## src/hdl/jmsc_pkg.sv

```systemverilog
`default_nettype none

package jmsc_pkg;

  // Marker code bytes
  localparam logic [7:0] MarkerPrefix = 8'hFF;
  localparam logic [7:0] CodeSoi      = 8'hD8;
  localparam logic [7:0] CodeEoi      = 8'hD9;
  localparam logic [7:0] CodeRstFirst = 8'hD0;
  localparam logic [7:0] CodeRstLast  = 8'hD7;
  localparam logic [7:0] CodeSos      = 8'hDA;
  localparam logic [7:0] CodeStuffed  = 8'h00;

  localparam int unsigned OutDataWidth = 16;

  typedef enum logic [5:0] {
    PH_PREFIX    = 6'b000001,
    PH_CODE      = 6'b000010,
    PH_LEN_HI    = 6'b000100,
    PH_LEN_LO    = 6'b001000,
    PH_SKIP      = 6'b010000,
    PH_AFTER_EOI = 6'b100000
  } phase_e;

  typedef enum logic [2:0] {
    V_PENDING    = 3'd0,
    V_OK         = 3'd1,
    V_SHORT      = 3'd2,
    V_NO_PREFIX  = 3'd3,
    V_STRAY_ZERO = 3'd4,
    V_TRAILING   = 3'd5
  } verdict_e;

  typedef struct packed {
    phase_e      phase;
    logic        in_scan_data;
    logic [7:0]  length_high;
    logic [15:0] skip_remaining;
    logic        verdict_given;
  } chk_state_t;

  typedef struct packed {
    logic       entropy_mode;
    logic [7:0] marker_code;
    logic       marker_valid;
    verdict_e   verdict;
    logic       verdict_valid;
  } chk_result_t;

  localparam chk_state_t StateReset = '{
    phase:          PH_PREFIX,
    in_scan_data:   1'b0,
    length_high:    8'h00,
    skip_remaining: 16'h0000,
    verdict_given:  1'b0
  };

endpackage

`default_nettype wire

```

## src/hdl/jmsc_step.sv

```systemverilog
`default_nettype none

// Next-state and result logic for one byte or end-of-file item.
module jmsc_step (
  input  jmsc_pkg::chk_state_t  state_i,
  input  logic [7:0]            data_byte_i,
  input  logic                  end_of_file_i,
  output jmsc_pkg::chk_state_t  state_o,
  output jmsc_pkg::chk_result_t result_o
);

  logic [15:0] seg_len;
  logic [15:0] skip_dec;
  logic        vv;
  jmsc_pkg::verdict_e vcode;
  logic        mv;
  logic [7:0]  mcode;
  jmsc_pkg::chk_state_t nxt;

  assign seg_len  = {state_i.length_high, data_byte_i};
  assign skip_dec = state_i.skip_remaining - 16'd1;

  always_comb begin
    nxt   = state_i;
    vv    = 1'b0;
    vcode = jmsc_pkg::V_PENDING;
    mv    = 1'b0;
    mcode = 8'h00;
    if (end_of_file_i) begin
      if (!state_i.verdict_given) begin
        vv    = 1'b1;
        vcode = (state_i.phase == jmsc_pkg::PH_AFTER_EOI) ? jmsc_pkg::V_OK
                                                          : jmsc_pkg::V_SHORT;
      end
      nxt = jmsc_pkg::StateReset;
    end else if (!state_i.verdict_given) begin
      case (state_i.phase)
        jmsc_pkg::PH_CODE: begin
          if (data_byte_i == jmsc_pkg::CodeStuffed) begin
            if (state_i.in_scan_data) begin
              nxt.phase = jmsc_pkg::PH_PREFIX;
            end else begin
              vv    = 1'b1;
              vcode = jmsc_pkg::V_STRAY_ZERO;
            end
          end else begin
            mv    = 1'b1;
            mcode = data_byte_i;
            if (data_byte_i inside {[jmsc_pkg::CodeRstFirst:jmsc_pkg::CodeRstLast]}) begin
              nxt.phase = jmsc_pkg::PH_PREFIX;
            end else begin
              nxt.in_scan_data = 1'b0;
              if (data_byte_i == jmsc_pkg::CodeSoi) begin
                nxt.phase = jmsc_pkg::PH_PREFIX;
              end else if (data_byte_i == jmsc_pkg::CodeEoi) begin
                nxt.phase = jmsc_pkg::PH_AFTER_EOI;
              end else begin
                nxt.in_scan_data = (data_byte_i == jmsc_pkg::CodeSos);
                nxt.phase        = jmsc_pkg::PH_LEN_HI;
              end
            end
          end
        end
        jmsc_pkg::PH_LEN_HI: begin
          nxt.length_high = data_byte_i;
          nxt.phase       = jmsc_pkg::PH_LEN_LO;
        end
        jmsc_pkg::PH_LEN_LO: begin
          // lengths of 2 or less skip nothing
          if (seg_len <= 16'd2) begin
            nxt.skip_remaining = 16'h0000;
            nxt.phase          = jmsc_pkg::PH_PREFIX;
          end else begin
            nxt.skip_remaining = seg_len - 16'd2;
            nxt.phase          = jmsc_pkg::PH_SKIP;
          end
        end
        jmsc_pkg::PH_SKIP: begin
          nxt.skip_remaining = skip_dec;
          if (skip_dec == 16'h0000) begin
            nxt.phase = jmsc_pkg::PH_PREFIX;
          end
        end
        jmsc_pkg::PH_AFTER_EOI: begin
          vv    = 1'b1;
          vcode = jmsc_pkg::V_TRAILING;
        end
        default: begin
          if (data_byte_i == jmsc_pkg::MarkerPrefix) begin
            nxt.phase = jmsc_pkg::PH_CODE;
          end else if (!state_i.in_scan_data) begin
            vv    = 1'b1;
            vcode = jmsc_pkg::V_NO_PREFIX;
          end
        end
      endcase
      if (vv) begin
        nxt.verdict_given = 1'b1;
      end
    end
  end

  assign state_o = nxt;

  assign result_o.verdict_valid = vv;
  assign result_o.verdict       = vcode;
  assign result_o.marker_valid  = mv;
  assign result_o.marker_code   = mcode;
  assign result_o.entropy_mode  = nxt.in_scan_data;

endmodule

`default_nettype wire

```

## config.mk

```make
export PLATFORM = sky130hd
export DESIGN_NAME = jmsc_step
export DESIGN_NICKNAME = d
export VERILOG_FILES = /design/src/hdl/jmsc_pkg.sv /design/src/hdl/jmsc_step.sv
export SDC_FILE = /design/constraint.sdc
export NUM_CORES = 1
export LEC_CHECK = 0
export BUFFER_PORTS_ARGS = -buffer_cell sky130_fd_sc_hd__clkbuf_2
export CAP_MARGIN = 20
export CELL_PAD_IN_SITES_DETAIL_PLACEMENT = 0
export CELL_PAD_IN_SITES_GLOBAL_PLACEMENT = 1
export CORE_ASPECT_RATIO = 1.75
export CORE_MARGIN = 2
export CORE_UTILIZATION = 35
export DETAILED_ROUTE_END_ITERATION = 8
export PLACE_DENSITY_LB_ADDON = 0.1
export SLEW_MARGIN = 30
export SYNTH_ARGS = -nofsm -noshare
export SYNTH_HDL_FRONTEND = slang
export SYNTH_SLANG_ARGS = --single-unit
export TNS_END_PERCENT = 30
```

## constraint.sdc

```tcl
create_clock -name vclk -period 4.23
set_input_delay 0.2115 -clock vclk [all_inputs]
set_output_delay 0.2115 -clock vclk [all_outputs]
set_load 0.005 [all_outputs]
```

==> impl_metrics.env, run 1 <==
export IMPL_area_growth_pct=21.95
export IMPL_tightest_slew_ns=0.8182
export IMPL_seq_cell_count=0
export IMPL_start_util=0.3665
export IMPL_ys_warn_count=0
export IMPL_wl_per_cell_um=17.37
export IMPL_critPathSlowestCell="nand4b_2"
export IMPL_ctsResizeCount=0
export IMPL_antenna_cells=0
export IMPL_total_power_w=0.0001561
export IMPL_rsz0062_at_grt="no"
export IMPL_crit_chain="clkbuf_2 -> nor2_1 -> nand4b_2 -> a21oi_1 -> buf_4 -> nor2b_1 -> nand2_1 -> a21oi_1 -> clkbuf_2"
export IMPL_met1Wirelength_um=2522
export IMPL_final_seq_area_um2=0
export IMPL_dp_hpwl_um=5841
export IMPL_syn_inst=294
export IMPL_setup_violations=0
export IMPL_drc=0
export IMPL_first_pass_iters=4
export IMPL_grt_pass1_wl_um=11130
export IMPL_core_area_um2=4977
export IMPL_hold_viol_final=0
export IMPL_vias_per_cell=6.066
export IMPL_grt_pass1_vias=2310
export IMPL_required_ns=4.02
export IMPL_numPortBuffers=87
export IMPL_fp_row_count=34
export IMPL_ant_nets=0
export IMPL_hp_start="state_i[14]"
export IMPL_maxCapViolCount=0
export IMPL_nClkBuffers=0
export IMPL_fp_dieH_um=99.51
export IMPL_synth_area_leaders="nor2_1, o21ai_0, xor2_1"
export IMPL_drt_iter0_drc=123
export IMPL_fin_nets=405
export IMPL_synth_top_area_cell="nor2_1"
export IMPL_critPathBufInv=3
export IMPL_whs_ns=0.7682
export IMPL_hold_path_class="in -> out"
export IMPL_finalSetupTns_ns=0
export IMPL_syn_num_nets=339
export IMPL_cp_max_fo=27
export IMPL_leakage_nw=0.9108
export IMPL_syn_area_per_cell_um2=6.205
export IMPL_crit_path_start_kind="input pin"
export IMPL_yosys_area_top_type_share=0.09465
export IMPL_ys_seq_area_frac=0
export IMPL_slew_violations=0
export IMPL_overflow=0
export IMPL_wl_met2_um=4122
export IMPL_die_w_um=58.58
export IMPL_worstSetupPathType="in -> out"
export IMPL_yosysUniqueCellTypes=58
export IMPL_startpoint="state_i[29]"
export IMPL_track_usage=0.2373
export IMPL_min_period_ns=2.852
export IMPL_cp_top_family="simple AND/OR/NAND/NOR gates"
export IMPL_cp_arrival_ns=2.64
export IMPL_ctsHoldBuffers=0
export IMPL_num_vias=2499
export IMPL_fmax_mhz=350.6
export IMPL_finalWirelength_um=7155
export IMPL_dieArea_um2=5829
export IMPL_post_cts_setup_buffers=0
export IMPL_status="completed"
export IMPL_antenna_found_initial=0
export IMPL_wl_met3_um=313
export IMPL_top_layer="met4"
export IMPL_peakVddDrop_uv=50.99
export IMPL_grt_max_degree=43
export IMPL_relSlewSlack=0.4545
export IMPL_top_level_ports=87
export IMPL_layout_drive_gt1_share=0.2877
export IMPL_fin_crit_sh=0.6742
export IMPL_place_gp_congestion=0.8569
export IMPL_cellPowerDensity_nw_per_um2=70.17
export IMPL_worst_setup_path_end_kind="primary output"
export IMPL_max_stage_delay_ns=0.60
export IMPL_syn_cell_area_um2=1824
cell usage after synthesis (all sizes together), types with 3 or more instances:
master	instances
nand2	22
a211oi	5
and4	3
o21ai	24
a22oi	7
clkbuf	13
a31oi	3
mux2i	6
nor4	16
o221ai	3
nand3b	4
ha	4
nand2b	3
nor2b	3
and2	7
buf	11
o22ai	5
or3	4
xor2	11
nor3	17
nand4	5
or4	4
o31ai	3
and3	3
inv	6
nand3	7
nor2	46
xnor2	6
a21oi	18
nand4b	3
final timing paths:
path	cells after the start	to
setup / recovery	9	state_o[10]
hold / removal	4	state_o[14]
stage by stage:
| step | std cells | utilization | worst slack [ns] | instance area (um2) |
|---|---|---|---|---|
| CTS | 412 | 0.4439 | 1.299 | 2210 |
| global placement | 412 | 0.4439 | 1.322 | 2210 |
| detailed placement | 412 | 0.4439 | 1.306 | 2210 |
| finish | 412 | 0.4470 | 1.378 | 2225 |
| global route | 412 | 0.4470 | 1.202 | 2225 |
| floorplan | 294 | - | 2.221 | 1824 |
cell families after synthesis:
kind of cell	Yosys count	synth area share
AOI/OAI and AO/OA	84	0.3100
xor gates and xnor gates	17	0.08162
adders and majority gates	4	0.02744
and+or+nand+nor	153	0.4671
muxes	6	0.03292
buffers and inverters	30	0.08093
cell type report:
class | count | area, um2
multi-input combinational | 264 | 1692
fill | 562 | 2753
timing repair buffer | 88 | 442.9
tap | 54 | 67.56
inverter | 6 | 22.52
cell usage in the layout, fill, tap and decap left out, types with 4 or more instances in the layout:
cell type,instances
clkbuf_2,87
nand4_1,5
o21ai_0,20
nand2_1,22
a211oi_1,5
a21oi_1,18
o22ai_1,5
or3_1,4
xor2_1,11
nor2_1,46
inv_1,6
a22oi_1,7
nor3_1,16
nor4_2,5
and2_1,7
nand3_1,7
mux2i_1,6
o21ai_1,4
nand3b_1,4
xnor2_1,6
ha_1,4
nor4_1,10
where the power goes:
group	total [W]	leakage [nW]	internal, W	switching, W
Clock	0	0	0	0
Combinational	0.000156	0.911	0.0000594	0.0000967
Sequential	0	0	0	0
metal layers:
metal / global-route usage / up-vias
met2: 0.4754 / 93
li1: - / 1239
met3: 0.01170 / 14
met5: 0 / -
met1: 0.2543 / 1153
met4: 0.06469 / 0
Power figures use the tool's default switching activity.
==> run 2, diff against run 1 <==
--- a/config.mk
+++ b/config.mk
@@ -11,7 +11,7 @@
 export CELL_PAD_IN_SITES_GLOBAL_PLACEMENT = 1
 export CORE_ASPECT_RATIO = 1.75
 export CORE_MARGIN = 2
-export CORE_UTILIZATION = 35
+export CORE_UTILIZATION = 29
 export DETAILED_ROUTE_END_ITERATION = 8
 export PLACE_DENSITY_LB_ADDON = 0.1
 export SLEW_MARGIN = 30
==> constraint.sdc (replaced) <==
create_clock -name vclk -period 2.6
set_input_delay 0.13 -clock vclk [all_inputs]
set_output_delay 0.13 -clock vclk [all_outputs]
set_load 0.005 [all_outputs]
==> run 2 against run 1 <==
Worst hold slack got worse by 0.17 ns; utilization decreased by 6.8 points; setup slack got worse by 1.1 ns; first-iteration DRC count increased by 45%; via count decreased by 0.28%; critical path type unchanged; largest power group unchanged; highest routed layer unchanged.
==> impl_metrics.env, run 2 (same netlist as run 1, synthesis figures left out) <==
export IMPL_status="completed"
export IMPL_area_growth_pct=27.37
export IMPL_required_ns=2.47
export IMPL_crit_path_start_kind="input pin"
export IMPL_die_w_um=63.96
export IMPL_finalWirelength_um=7673
export IMPL_grt_pass1_vias=2387
export IMPL_cp_top_family="compound AO/OA/AOI/OAI gates"
export IMPL_multiInputGateArea_um2=1683
export IMPL_hold_viol_final=0
export IMPL_critPathSlowestCell="or3b_1"
export IMPL_overflow=0
export IMPL_hold_path_class="in -> out"
export IMPL_maxCapViolCount=0
export IMPL_tightest_slew_ns=0.6493
export IMPL_vias_per_cell=5.563
export IMPL_rsz0062_at_grt="no"
export IMPL_finalSetupTns_ns=0
export IMPL_worst_setup_path_end_kind="primary output"
export IMPL_wl_per_cell_um=17.13
export IMPL_fin_util=0.3788
export IMPL_peakVddDrop_uv=59.23
export IMPL_place_gp_congestion=0.8862
export IMPL_startpoint="state_i[1]"
export IMPL_drt_iter0_drc=178
export IMPL_layout_drive_gt1_share=0.3071
export IMPL_top_level_ports=87
export IMPL_slew_violations=0
export IMPL_fin_nets=415
export IMPL_grt_pass1_wl_um=12040
export IMPL_start_util=0.2974
export IMPL_fmax_mhz=438.1
export IMPL_fp_dieH_um=108.9
export IMPL_numPortBuffers=87
export IMPL_nClkBuffers=0
export IMPL_cellPowerDensity_nw_per_um2=112.9
export IMPL_hp_start="state_i[14]"
export IMPL_crit_chain="clkbuf_2 -> inv_1 -> ha_1 -> or3b_1 -> a2111oi_4 -> a211oi_1 -> a31oi_1 -> nor4_2 -> a21o_1 -> clkbuf_2"
export IMPL_cp_common_cell="clkbuf_2"
export IMPL_cp_arrival_ns=2.15
export IMPL_seq_cell_count=0
export IMPL_dp_hpwl_um=6414
export IMPL_worstSetupPathType="in -> out"
export IMPL_ant_nets=0
export IMPL_cp_max_fo=9
export IMPL_drc=0
export IMPL_setup_violations=0
export IMPL_track_usage=0.2132
export IMPL_nFillCells=714
export IMPL_final_seq_area_um2=0
export IMPL_place_ws_ns=0.2337
export IMPL_max_stage_delay_ns=0.52
export IMPL_final_common_cell="clkbuf_2"
export IMPL_core_area_um2=6133
export IMPL_final_cell_mix="clkbuf_2, nor2_1, nand2_1"
export IMPL_min_period_ns=2.283
export IMPL_fin_crit_sh=0.8779
export IMPL_ctsHoldBuffers=0
export IMPL_dieArea_um2=6966
export IMPL_num_vias=2492
export IMPL_fin_ws_ns=0.3174
export IMPL_antenna_cells=0
export IMPL_critPathBufInv=3
export IMPL_fp_row_count=38
export IMPL_leakage_nw=0.9574
export IMPL_relSlewSlack=0.5659
export IMPL_grt_max_degree=28
export IMPL_first_pass_iters=6
export IMPL_antenna_found_initial=0
[run 2: cell types whose count changed in the layout (fill, tap and decap cells not counted), sizes merged]
cell	previous run	this run
buf	1	11
[run 2: area by class of cell]
class,instances,area share
Multi-Input combinational cell,264,0.7243
Timing Repair Buffer,98,0.2229
Tap cell,80,0.04308
Inverter,6,0.009693
[run 2: final timing paths]
path | cells after the start | end | slack [ns]
max | 10 | state_o[26] | 0.32
min | 4 | state_o[14] | 0.60
[run 2: routing by layer]
metal,vias up,global-route usage,routed length (um)
li1,1257,-,-
met2,78,0.4472,4436
met5,-,0,0
met1,1146,0.2213,2742
met4,0,0.05280,189
met3,11,0.01032,304
[run 2: repair_timing]
item	CTS	global route
endpoints found under the setup margin	0	2
setup buffers	0	0
gates resized for setup	0	1
[run 2: worst min-delay path, delay by kind of cell]
| kind | cells | cell delay [ns] |
|---|---|---|
| and+or+nand+nor | 1 | 0.06 |
| AOI/OAI and AO/OA | 1 | 0.07 |
| buffers and inverters | 2 | 0.22 |
[run 2: power breakdown]
part / total (W) / leakage, nW / switching (W) / internal, W
Sequential: 0 / 0 / 0 / 0
Clock: 0 / 0 / 0 / 0
Combinational: 0.000262 / 0.957 / 0.000159 / 0.000103
[run 2: per-stage QoR]
| step | hold slack (ns) | total power [W] | area (um2) | std cells |
|---|---|---|---|---|
| floorplan | 0.3556 | 0.0001341 | 1824 | 294 |
| global placement | 0.6009 | 0.0002649 | 2317 | 448 |
| detailed placement | 0.6052 | 0.0002629 | 2317 | 448 |
| CTS | 0.6076 | 0.0002639 | 2317 | 448 |
| global route | 0.6346 | 0.0002919 | 2323 | 448 |
| finish | 0.5992 | 0.0002623 | 2323 | 448 |
==> run 3, diff against run 2 <==
--- a/config.mk
+++ b/config.mk
@@ -10,8 +10,7 @@
 export CELL_PAD_IN_SITES_DETAIL_PLACEMENT = 0
 export CELL_PAD_IN_SITES_GLOBAL_PLACEMENT = 1
 export CORE_ASPECT_RATIO = 1.75
-export CORE_MARGIN = 2
-export CORE_UTILIZATION = 29
+export CORE_UTILIZATION = 33
 export DETAILED_ROUTE_END_ITERATION = 8
 export PLACE_DENSITY_LB_ADDON = 0.1
 export SLEW_MARGIN = 30
==> constraint.sdc (replaced) <==
create_clock -name vclk -period 2.5
set_input_delay 0.125 -clock vclk [all_inputs]
set_output_delay 0.125 -clock vclk [all_outputs]
set_load 0.005 [all_outputs]
==> run 3 against run 2 <==
Via count is 3.8% higher; global-route usage is 3.8 points higher; critical path depth is 1 higher; clock-buffer cell count stayed put; first-iteration DRC count is 38% lower; combinational power is 5% higher; critical endpoint unchanged; largest cell class unchanged.
==> impl_metrics.env, run 3 (same netlist as run 1, synthesis figures left out) <==
export IMPL_nClkBuffers=0
export IMPL_antenna_cells=0
export IMPL_hold_path_depth=4
export IMPL_setup_violations=0
export IMPL_ctsResizeCount=0
export IMPL_place_gp_congestion=0.9005
export IMPL_fp_dieH_um=100.4
export IMPL_fmax_mhz=439.1
export IMPL_wl_per_cell_um=16.61
export IMPL_cellPowerDensity_nw_per_um2=117.1
export IMPL_critPathSlowestCell="or3b_1"
export IMPL_total_power_w=0.0002763
export IMPL_vias_per_cell=5.785
export IMPL_leakage_nw=0.9896
export IMPL_worstSetupPathType="in -> out"
export IMPL_hold_path_class="in -> out"
export IMPL_start_util=0.3443
export IMPL_final_cells=447
export IMPL_slew_violations=0
export IMPL_fin_crit_sh=0.9111
export IMPL_fp_row_count=35
export IMPL_post_cts_setup_buffers=0
export IMPL_cp_common_cell="clkbuf_2"
export IMPL_required_ns=2.38
export IMPL_overflow=0
export IMPL_status="completed"
export IMPL_ctsHoldBuffers=0
export IMPL_layout_drive_gt1_share=0.3137
export IMPL_nFillCells=623
export IMPL_crit_chain="clkbuf_2 -> inv_1 -> ha_1 -> or3b_1 -> a2111oi_4 -> a211oi_1 -> a31oi_1 -> nor4_1 -> buf_4 -> a21o_1 -> clkbuf_2"
export IMPL_antenna_found_initial=0
export IMPL_final_common_cell="clkbuf_2"
export IMPL_min_period_ns=2.278
export IMPL_cp_max_fo=9
export IMPL_hp_start="state_i[14]"
export IMPL_dp_hpwl_um=6048
export IMPL_first_pass_iters=5
export IMPL_die_w_um=58.21
export IMPL_peakVddDrop_uv=63.96
export IMPL_core_area_um2=5299
export IMPL_relSlewSlack=0.5841
export IMPL_crit_path_start_kind="input pin"
export IMPL_fin_nets=420
export IMPL_cp_arrival_ns=2.15
export IMPL_finalSetupTns_ns=0
export IMPL_num_vias=2586
export IMPL_ant_nets=0
export IMPL_dieArea_um2=5841
export IMPL_grt_max_degree=25
export IMPL_rsz0062_at_grt="no"
export IMPL_drt_iter0_drc=110
export IMPL_hold_viol_final=0
export IMPL_placed_cells=447
export IMPL_numPortBuffers=87
export IMPL_seq_cell_count=0
export IMPL_drc=0
export IMPL_final_seq_area_um2=0
export IMPL_max_stage_delay_ns=0.49
export IMPL_maxCapViolCount=0
export IMPL_top_level_ports=87
export IMPL_finalWirelength_um=7423
export IMPL_grt_pass1_vias=2444
export IMPL_final_cell_mix="clkbuf_2, nor2_1, nand2_1"
export IMPL_grt_pass1_wl_um=11690
export IMPL_min_to="state_o[14]"
export IMPL_track_usage=0.2514
export IMPL_area_growth_pct=29.36
export IMPL_multiInputGateArea_um2=1677
export IMPL_worst_setup_path_end_kind="primary output"
export IMPL_tightest_slew_ns=0.6221
[run 3: layout make-up]
class | count | share of cell area
well taps | 74 | 0.03924
repair buffers | 103 | 0.2407
inverters | 6 | 0.009544
multi-input cells | 264 | 0.7105
[run 3: how the worst max path moves through the flow]
stage	from	end	slack, ns	cells past startpoint
detailed placement	state_i[1]	state_o[30]	0.26	11
floorplan	state_i[1]	state_o[26]	0.66	10
CTS	state_i[1]	state_o[30]	0.24	11
global placement	state_i[1]	state_o[26]	0.27	11
global route	state_i[2]	state_o[30]	0.11	11
finish	state_i[1]	state_o[26]	0.22	11
[run 3: critical path, delay by kind of cell]
family	cells	cell delay, ns
compound gates	4	0.75
simple gates	2	0.60
fa+ha+maj	1	0.19
buf+inv	4	0.48
[run 3: stage by stage]
step	hold WS (ns)	setup WS, ns	instance area (um2)	util
2_1_floorplan	0.3456	0.6636	1824	-
3_3_place_gp	0.5858	0.2726	2360	0.4453
3_5_place_dp	0.5804	0.2551	2360	0.4453
4_1_cts	0.5821	0.2372	2360	0.4453
5_1_grt	0.5944	0.1081	2360	0.4453
6_report	0.5777	0.2224	2360	0.4453
[run 3: power by group]
group          switching (W)  internal [W]  leakage (nW)
sequential                 0             0             0
combinational       0.000166      0.000110         0.990
clock                      0             0             0
total               0.000166      0.000110         0.990
[run 3: metal layers]
layer,global-route usage,up-vias,share of wire
li1,-,1270,-
met1,0.2663,1209,0.37
met2,0.5111,91,0.57
met3,0.01031,16,0.033
met4,0.06960,0,0.024
met5,0,-,0
